$ cat src/rtl/pcpd_pkg.sv
// ----------------------------------------------------------------------------
// pcpd_pkg: shared tables and helpers for the CRY pixel decoder
// Chroma lookup tables and the divide-by-255 helper for intensity scaling.
// ----------------------------------------------------------------------------
package pcpd_pkg;

   typedef logic [7:0] chroma_type;

   localparam int PALETTE_ENTRIES = 256;

   // red chroma, indexed {red nibble, cyan nibble}; blue uses the inverted red nibble
   localparam chroma_type RED_CHROMA [256] = '{
        8'd0,   8'd0,   8'd0,   8'd0,   8'd0,   8'd0,   8'd0,   8'd0,
        8'd0,   8'd0,   8'd0,   8'd0,   8'd0,   8'd0,   8'd0,   8'd0,
        8'd34,  8'd34,  8'd34,  8'd34,  8'd34,  8'd34,  8'd34,  8'd34,
        8'd34,  8'd34,  8'd34,  8'd34,  8'd34,  8'd34,  8'd19,  8'd0,
        8'd68,  8'd68,  8'd68,  8'd68,  8'd68,  8'd68,  8'd68,  8'd68,
        8'd68,  8'd68,  8'd68,  8'd68,  8'd64,  8'd43,  8'd21,  8'd0,
        8'd102, 8'd102, 8'd102, 8'd102, 8'd102, 8'd102, 8'd102, 8'd102,
        8'd102, 8'd102, 8'd102, 8'd95,  8'd71,  8'd47,  8'd23,  8'd0,
        8'd135, 8'd135, 8'd135, 8'd135, 8'd135, 8'd135, 8'd135, 8'd135,
        8'd135, 8'd135, 8'd130, 8'd104, 8'd78,  8'd52,  8'd26,  8'd0,
        8'd169, 8'd169, 8'd169, 8'd169, 8'd169, 8'd169, 8'd169, 8'd169,
        8'd169, 8'd170, 8'd141, 8'd113, 8'd85,  8'd56,  8'd28,  8'd0,
        8'd203, 8'd203, 8'd203, 8'd203, 8'd203, 8'd203, 8'd203, 8'd203,
        8'd203, 8'd183, 8'd153, 8'd122, 8'd91,  8'd61,  8'd30,  8'd0,
        8'd237, 8'd237, 8'd237, 8'd237, 8'd237, 8'd237, 8'd237, 8'd237,
        8'd230, 8'd197, 8'd164, 8'd131, 8'd98,  8'd65,  8'd32,  8'd0,
        8'd255, 8'd255, 8'd255, 8'd255, 8'd255, 8'd255, 8'd255, 8'd255,
        8'd247, 8'd214, 8'd181, 8'd148, 8'd115, 8'd82,  8'd49,  8'd17,
        8'd255, 8'd255, 8'd255, 8'd255, 8'd255, 8'd255, 8'd255, 8'd255,
        8'd255, 8'd235, 8'd204, 8'd173, 8'd143, 8'd112, 8'd81,  8'd51,
        8'd255, 8'd255, 8'd255, 8'd255, 8'd255, 8'd255, 8'd255, 8'd255,
        8'd255, 8'd255, 8'd227, 8'd198, 8'd170, 8'd141, 8'd113, 8'd85,
        8'd255, 8'd255, 8'd255, 8'd255, 8'd255, 8'd255, 8'd255, 8'd255,
        8'd255, 8'd255, 8'd249, 8'd223, 8'd197, 8'd171, 8'd145, 8'd119,
        8'd255, 8'd255, 8'd255, 8'd255, 8'd255, 8'd255, 8'd255, 8'd255,
        8'd255, 8'd255, 8'd255, 8'd248, 8'd224, 8'd200, 8'd177, 8'd153,
        8'd255, 8'd255, 8'd255, 8'd255, 8'd255, 8'd255, 8'd255, 8'd255,
        8'd255, 8'd255, 8'd255, 8'd255, 8'd252, 8'd230, 8'd208, 8'd187,
        8'd255, 8'd255, 8'd255, 8'd255, 8'd255, 8'd255, 8'd255, 8'd255,
        8'd255, 8'd255, 8'd255, 8'd255, 8'd255, 8'd255, 8'd240, 8'd221,
        8'd255, 8'd255, 8'd255, 8'd255, 8'd255, 8'd255, 8'd255, 8'd255,
        8'd255, 8'd255, 8'd255, 8'd255, 8'd255, 8'd255, 8'd255, 8'd255
   };

   // green chroma, upper half of the red range folds onto these eight rows
   localparam chroma_type GREEN_CHROMA [128] = '{
        8'd0, 8'd17, 8'd34, 8'd51, 8'd68,  8'd85,  8'd102, 8'd119,
        8'd136, 8'd153, 8'd170, 8'd187, 8'd204, 8'd221, 8'd238, 8'd255,
        8'd0, 8'd19, 8'd38, 8'd57, 8'd77,  8'd96,  8'd115, 8'd134,
        8'd154, 8'd173, 8'd192, 8'd211, 8'd231, 8'd250, 8'd255, 8'd255,
        8'd0, 8'd21, 8'd43, 8'd64, 8'd86,  8'd107, 8'd129, 8'd150,
        8'd172, 8'd193, 8'd215, 8'd236, 8'd255, 8'd255, 8'd255, 8'd255,
        8'd0, 8'd23, 8'd47, 8'd71, 8'd95,  8'd119, 8'd142, 8'd166,
        8'd190, 8'd214, 8'd238, 8'd255, 8'd255, 8'd255, 8'd255, 8'd255,
        8'd0, 8'd26, 8'd52, 8'd78, 8'd104, 8'd130, 8'd156, 8'd182,
        8'd208, 8'd234, 8'd255, 8'd255, 8'd255, 8'd255, 8'd255, 8'd255,
        8'd0, 8'd28, 8'd56, 8'd85, 8'd113, 8'd141, 8'd170, 8'd198,
        8'd226, 8'd255, 8'd255, 8'd255, 8'd255, 8'd255, 8'd255, 8'd255,
        8'd0, 8'd30, 8'd61, 8'd91, 8'd122, 8'd153, 8'd183, 8'd214,
        8'd244, 8'd255, 8'd255, 8'd255, 8'd255, 8'd255, 8'd255, 8'd255,
        8'd0, 8'd32, 8'd65, 8'd98, 8'd131, 8'd164, 8'd197, 8'd230,
        8'd255, 8'd255, 8'd255, 8'd255, 8'd255, 8'd255, 8'd255, 8'd255
   };

   localparam logic [2:0] DEPTH_1BPP  = 3'd0;
   localparam logic [2:0] DEPTH_2BPP  = 3'd1;
   localparam logic [2:0] DEPTH_4BPP  = 3'd2;
   localparam logic [2:0] DEPTH_16BPP = 3'd4;

   // floor(x / 255), exact for products of two bytes
   function automatic logic [7:0] div255(input logic [15:0] x);
      logic [16:0] sum;
      sum = {1'b0, x} + {9'd0, x[15:8]} + 17'd1;
      return sum[15:8];
   endfunction

endpackage

$ cat src/rtl/palette_cry_pixel_decoder.sv
// ----------------------------------------------------------------------------
// palette_cry_pixel_decoder: per-pixel palette lookup and CRY to RGB565
// Stages from req accept to rsp_valid: palette read, chroma multiply,
// scale and pack. Throughput: one word per cycle, write or pixel, unless stalled.
// Each stage moves when the next one is empty or moving, so bubbles absorb
// output stalls. Reset clears the stage valid bits; the palette is not cleared.
// ----------------------------------------------------------------------------
module palette_cry_pixel_decoder
   import pcpd_pkg::*;
(
   input  logic        clock,
   input  logic        reset,
   input  logic        req_valid,
   output logic        req_ready,
   input  logic        req_mode,
   input  logic [23:0] req_pixel_value,
   input  logic [2:0]  req_depth_code,
   input  logic [6:0]  req_palette_base,
   input  logic        req_transparent_enable,
   input  logic        req_cry_mode,
   input  logic [7:0]  req_palette_write_addr,
   input  logic [15:0] req_palette_write_word,
   output logic        rsp_valid,
   input  logic        rsp_ready,
   output logic [15:0] rsp_color,
   output logic        rsp_transparent
);

   localparam int AW = $clog2(PALETTE_ENTRIES);

   logic [15:0] palette_mem [PALETTE_ENTRIES];

   // stage 1: palette read
   logic        s1_valid_ff, s1_valid_in;
   logic        s1_pal_ff, s1_cry_ff, s1_tr_ff, s1_is24_ff;
   logic [15:0] s1_direct_ff;
   logic [15:0] rdata_ff;
   // stage 2: chroma products
   logic        s2_valid_ff, s2_valid_in;
   logic        s2_cry_ff, s2_tr_ff;
   logic [15:0] s2_pass_ff;
   logic [15:0] prod_r_ff, prod_g_ff, prod_b_ff;
   // stage 3: output register
   logic        rsp_valid_ff, rsp_valid_in;
   logic [15:0] rsp_color_ff;
   logic        rsp_tr_ff;

   logic s1_ready, s2_ready, s3_ready;
   logic acc, acc_pix;
   logic s1_ld, s2_ld;

   assign s3_ready  = !rsp_valid_ff || rsp_ready;
   assign s2_ready  = !s2_valid_ff || s3_ready;
   assign s1_ready  = !s1_valid_ff || s2_ready;
   assign req_ready = s1_ready;
   assign acc       = req_valid && req_ready;
   assign acc_pix   = acc && !req_mode;
   assign s1_ld     = s1_valid_ff && s2_ready;
   assign s2_ld     = s2_valid_ff && s3_ready;

   // ---------------- stage 0: address and classification ----------------
   logic [7:0]  idx_pix;
   logic [7:0]  rd_addr;
   logic        pix_zero;
   logic        is_pal, is24;
   logic [15:0] direct_word;

   always_comb begin
      is_pal = (req_depth_code < DEPTH_16BPP);
      is24   = (req_depth_code > DEPTH_16BPP);
      idx_pix  = req_pixel_value[7:0];
      rd_addr  = req_pixel_value[7:0];
      unique case (req_depth_code)
         DEPTH_1BPP: begin
            idx_pix = {7'd0, req_pixel_value[0]};
            rd_addr = {req_palette_base, req_pixel_value[0]};
         end
         DEPTH_2BPP: begin
            idx_pix = {6'd0, req_pixel_value[1:0]};
            rd_addr = {req_palette_base[6:1], req_pixel_value[1:0]};
         end
         DEPTH_4BPP: begin
            idx_pix = {4'd0, req_pixel_value[3:0]};
            rd_addr = {req_palette_base[6:3], req_pixel_value[3:0]};
         end
         default: begin
            idx_pix = req_pixel_value[7:0];
            rd_addr = req_pixel_value[7:0];
         end
      endcase
      if (is_pal) begin
         pix_zero = (idx_pix == 8'd0);
      end else begin
         pix_zero = (req_pixel_value[15:0] == 16'd0);
      end
      if (is24) begin
         direct_word = {req_pixel_value[23:19], req_pixel_value[15:10],
                        req_pixel_value[7:3]};
      end else begin
         direct_word = req_pixel_value[15:0];
      end
   end

   always_ff @(posedge clock) begin
      if (acc && req_mode) begin
         palette_mem[req_palette_write_addr[AW-1:0]] <= req_palette_write_word;
      end
      if (acc_pix) begin
         rdata_ff <= palette_mem[rd_addr[AW-1:0]];
      end
   end

   always_comb begin
      s1_valid_in = s1_valid_ff;
      if (s1_ready) begin
         s1_valid_in = acc_pix;
      end
   end

   always_ff @(posedge clock) begin
      if (reset) begin
         s1_valid_ff <= 1'b0;
      end else begin
         s1_valid_ff <= s1_valid_in;
      end
      if (acc_pix) begin
         s1_pal_ff    <= is_pal;
         s1_is24_ff   <= is24;
         s1_cry_ff    <= req_cry_mode;
         s1_tr_ff     <= req_transparent_enable && pix_zero && !is24;
         s1_direct_ff <= direct_word;
      end
   end

   // ---------------- stage 1 -> 2: chroma lookup and multiply ----------------
   logic [15:0] word;
   logic [2:0]  g_row;
   chroma_type  r_c, g_c, b_c;
   logic        use_cry;

   always_comb begin
      word    = s1_pal_ff ? rdata_ff : s1_direct_ff;
      use_cry = s1_cry_ff && !s1_tr_ff && !s1_is24_ff;
      g_row   = word[15] ? ~word[14:12] : word[14:12];
      r_c     = RED_CHROMA[word[15:8]];
      b_c     = RED_CHROMA[{~word[15:12], word[11:8]}];
      g_c     = GREEN_CHROMA[{g_row, word[11:8]}];
   end

   always_comb begin
      s2_valid_in = s2_valid_ff;
      if (s2_ready) begin
         s2_valid_in = s1_valid_ff;
      end
   end

   always_ff @(posedge clock) begin
      if (reset) begin
         s2_valid_ff <= 1'b0;
      end else begin
         s2_valid_ff <= s2_valid_in;
      end
      if (s1_ld) begin
         s2_cry_ff  <= use_cry;
         s2_tr_ff   <= s1_tr_ff;
         s2_pass_ff <= s1_tr_ff ? 16'd0 : word;
         prod_r_ff  <= r_c * word[7:0];
         prod_g_ff  <= g_c * word[7:0];
         prod_b_ff  <= b_c * word[7:0];
      end
   end

   // ---------------- stage 2 -> 3: scale by Y/255 and pack ----------------
   logic [7:0]  sr, sg, sb;
   logic [15:0] cry_color;

   always_comb begin
      sr        = div255(prod_r_ff);
      sg        = div255(prod_g_ff);
      sb        = div255(prod_b_ff);
      cry_color = {sr[7:3], sg[7:2], sb[7:3]};
   end

   always_comb begin
      rsp_valid_in = rsp_valid_ff;
      if (s3_ready) begin
         rsp_valid_in = s2_valid_ff;
      end
   end

   always_ff @(posedge clock) begin
      if (reset) begin
         rsp_valid_ff <= 1'b0;
      end else begin
         rsp_valid_ff <= rsp_valid_in;
      end
      if (s2_ld) begin
         rsp_color_ff <= s2_cry_ff ? cry_color : s2_pass_ff;
         rsp_tr_ff    <= s2_tr_ff;
      end
   end

   assign rsp_valid       = rsp_valid_ff;
   assign rsp_color       = rsp_color_ff;
   assign rsp_transparent = rsp_tr_ff;

endmodule

$ cat config.mk
export PLATFORM = sky130hd
export DESIGN_NAME = palette_cry_pixel_decoder
export DESIGN_NICKNAME = d
export VERILOG_FILES = /design/src/rtl/pcpd_pkg.sv /design/src/rtl/palette_cry_pixel_decoder.sv
export SDC_FILE = /design/constraint.sdc
export NUM_CORES = 2
export LEC_CHECK = 0
export BUFFER_PORTS_ARGS = -buffer_cell sky130_fd_sc_hd__buf_2
export CAP_MARGIN = 0
export CELL_PAD_IN_SITES_DETAIL_PLACEMENT = 0
export CELL_PAD_IN_SITES_GLOBAL_PLACEMENT = 2
export CORE_ASPECT_RATIO = 0.8
export CORE_UTILIZATION = 50
export DETAILED_ROUTE_END_ITERATION = 7
export PLACE_DENSITY_LB_ADDON = 0.05
export SLEW_MARGIN = 20
export SYNTH_ARGS = -nofsm -noshare
export SYNTH_HDL_FRONTEND = slang
export SYNTH_SLANG_ARGS = --single-unit
$ cat constraint.sdc
create_clock -name clock -period 14.4 [get_ports clock]
set_clock_uncertainty 0.15 [all_clocks]
set_input_delay 0.72 -clock clock [delete_from_list [all_inputs] [get_ports clock]]
set_output_delay 0.72 -clock clock [all_outputs]
set_load 0.005 [all_outputs]
==> summary.md <==
| Metric | Value |
|---|---|
| PortBufs | `80` |
| Dominant synthesized flop cell | `edfxtp_1` |
| Std cell rows | `approximately 190` |
| Mapped cell area | `172000 um^2` |
| VDD IR max | `207 uV` |
| Final worst-path cycle share | `about three fifths` |
| 1st-pass router iterations | `6` |
| Tot GR Track Use | `just under 30%` |
| Number of library cell types mapped by synthesis | `74` |
| Clk buf depth | `4` |
| Flop and latch count out of synthesis | `~4200` |
| Final WL | `about 520000 um` |
| TritonCTS Buffers | `412` |
| Post-synthesis sequential area ratio | `between 70 and 80%` |
| Die area | `347000 um^2` |
| Largest net degree at the start of global routing | `149` |
| Cell family with most CP delay | `adder cells` |
| Cells after synthesis | `~13000` |
| CTS tree | `done` |
| Starting Density | `between 50% and 60%` |
| Io pins | `84` |
| Startpoint Class | `flop` |
| Slew Viols, Final | `0` |
| # H-tree levels | `5` |
| FF+latch area | `127000 um^2` |
| Filler cells | `roughly 27000` |
| Slew headroom | `about a tenth` |
| Via density per instance | `~6.1` |
| Max-Cap Viols | `0` |
| Clk Latency, worst-skew pair | `990 ps` |
| Synth area leader | `edfxtp_1` |
| Global route overflow | `0` |
| DRC errors left | `0` |
| CP Max Fanout | `36` |
| RSZ-0062 raised after global routing | `no` |
| Post-synth ARST share | `0%` |
| Critical Path RT | `roughly 15000 ps` |
| Final RePlAce weighted congestion | `between 0.8 and 0.9` |
| P&R area growth vs syn | `12.0%` |
| Period minus WS final | `slightly below 9000 ps` |
| Top cells by area, synth | `edfxtp_1 74%, nand2_1 7.0%, mux2i_1 3.1%` |
| Top post-synthesis cells by count | `4215 x edfxtp_1, 3200 x nand2_1, 1061 x nand3_1` |
| Share of layout cells above drive strength 1 | `between 10% and 20%` |
| Ys Warns | `0` |
| DRT iter0 DRCs | `12950` |
| # setup viols final | `0` |
| Routed len/inst | `about 30 um` |
| Worst slew pin tran | `about 1300 ps` |
| Final Hold Violating Endpoints | `0` |
| Clk slew on worst S/H paths | `approximately 60 ps` |
| Arr. time, crit path | `between 9000 and 10000 ps` |
| Area occupied by multi-input gates | `~42000 um^2` |
| Total power | `approximately 29 mW` |
| Critical path class | `flop to flop` |
| Vias in the first global route | `102088` |
| Post-CTS Repair Setup Buffers | `0` |
| Min-Delay Path Class | `input pin to flop` |
| Core area | `~340000 um^2` |
| Peak Freq | `113 MHz` |
| Antenna Violating Nets Remaining | `0` |
| Area share of the largest cell type after synthesis | `73.5%` |
| Initial antenna violation count | `48` |
| CP endpoint kind | `flop` |
| Most used cell, CP | `inv_1` |
| Clock sinks | `4218` |
| First-pass GRT wire length | `about 740000 um` |
| Clock root buffer master | `clkbuf_16` |
| Post-synth EDFFs | `4215` |
| Vias | `108519` |
| DPL Wire Length | `just over 300000 um` |
| Fin nets | `between 10000 and 15000` |
| Status | `finished clean` |
| Slowest CP cell | `o31ai_2` |
| CP max stage delay | `between 800 and 900 ps` |
| CP bufs+invs | `8` |
| Die Span Y | `527 um` |
| Avg Cell Area, Syn | `13.7 um^2` |
| Power density cells | `around 150 nW/um^2` |
| Top-count cell post-synth | `edfxtp_1` |
| Setup tns final | `0 ps` |
| LEAKAGE | `between 60 and 70 nW` |
| Syn_nets | `roughly 13000` |
| Chip Width | `658 um` |
==> state kept, by name, indices dropped and copies added (netlist names) <==
name             cells
palette_mem       4096
prod_b_ff           16
prod_g_ff           16
prod_r_ff           16
rdata_ff            16
rsp_color           16
rsp_transparent      1
rsp_valid            1
s1_cry_ff            1
s1_direct_ff        16
s1_is24_ff           1
s1_pal_ff            1
s1_tr_ff             1
s1_valid_ff          1
s2_cry_ff            1
s2_pass_ff          16
s2_tr_ff             1
s2_valid_ff          1
==> metrics by stage <==
stage	worst slack [ps]	utilization, %	hold slack [ps]	cell area, um^2	cells
6_report	5540	56.3	10.1	193000	17671
3_3_place_gp	5590	52.4	261	179000	16866
4_1_cts	5530	56.3	1.22	193000	17650
2_1_floorplan	7400	-	250	172000	12554
3_5_place_dp	5610	52.4	263	179000	16866
5_1_grt	5040	56.3	40.0	193000	17654
==> power breakdown <==
group / leakage (nW) / switching, mW / internal [mW]
Sequential: 37.9 / 0.0601 / 13.8
Combinational: 20.4 / 2.99 / 1.78
Clock: 6.32 / 4.58 / 5.87
==> timing repair <==
action                                 in CTS  in global routing
hold buffers                               32                  0
gates resized for setup                     0                  0
endpoints found under the hold margin      94                  0
==> worst paths after layout <==
| path | startpoint | endpoint | slack, ps | cells after the start |
|---|---|---|---|---|
| setup / recovery | s1_pal_ff | prod_b_ff[15] | 5540 | 29 |
| hold / removal | req_palette_write_word[5] | palette_mem[180][5] | 10 | 1 |
| setup reg to reg | s1_pal_ff | prod_b_ff[15] | 5540 | 29 |
| hold reg to reg | s2_tr_ff | rsp_transparent | 280 | 0 |
==> cells by family (layout without fill, tap and decap cells) <==
group / count (synthesis) / after routing / synth area share [%]
simple gates: 5088 / 5088 / 12.3
flops: 4218 / 4218 / 73.6
compound gates: 1421 / 1421 / 5.91
buf+inv: 960 / 1499 / 2.39
mux: 561 / 561 / 3.29
fa+ha+maj: 251 / 251 / 2.30
xor+xnor: 55 / 55 / 0.284
other cells: 0 / 19 / 0
==> per-layer routing <==
layer,GRT usage [%],wire length (um),vias to the layer above
met5,0,0,-
met4,7.47,13400,0
met3,4.93,47300,673
met2,43.7,228000,4949
met1,45.5,231000,55634
li1,-,-,47263
==> placed cells by master, fill, tap and decap left out, types with 25 or more instances in the layout <==
cell	n
edfxtp_1	4215
nand2_1	3180
nand3_1	1055
a31oi_1	530
a32oi_1	519
mux2i_1	517
nor2_1	471
buf_4	435
clkbuf_16	424
inv_1	172
a21oi_1	148
ha_1	143
nor4_1	130
fa_1	108
clkinv_1	102
clkbuf_1	92
clkinv_2	76
o21ai_0	65
buf_2	64
nor2_2	47
or2_2	45
xnor2_1	45
dlygate4sd3_1	32
bufinv_16	27
nor3_1	26
nor2_4	25
==> area by class of cell <==
cell class,count,share of cell area (%)
well taps,4559,2.96
flip-flops and latches,4218,65.7
clock inverters,233,0.987
clock buffers,519,5.70
multi-input cells,7376,21.9
repair buffers,573,2.41
diodes,19,0.0247
inverters,174,0.339
(Power assumes the default switching activity.)
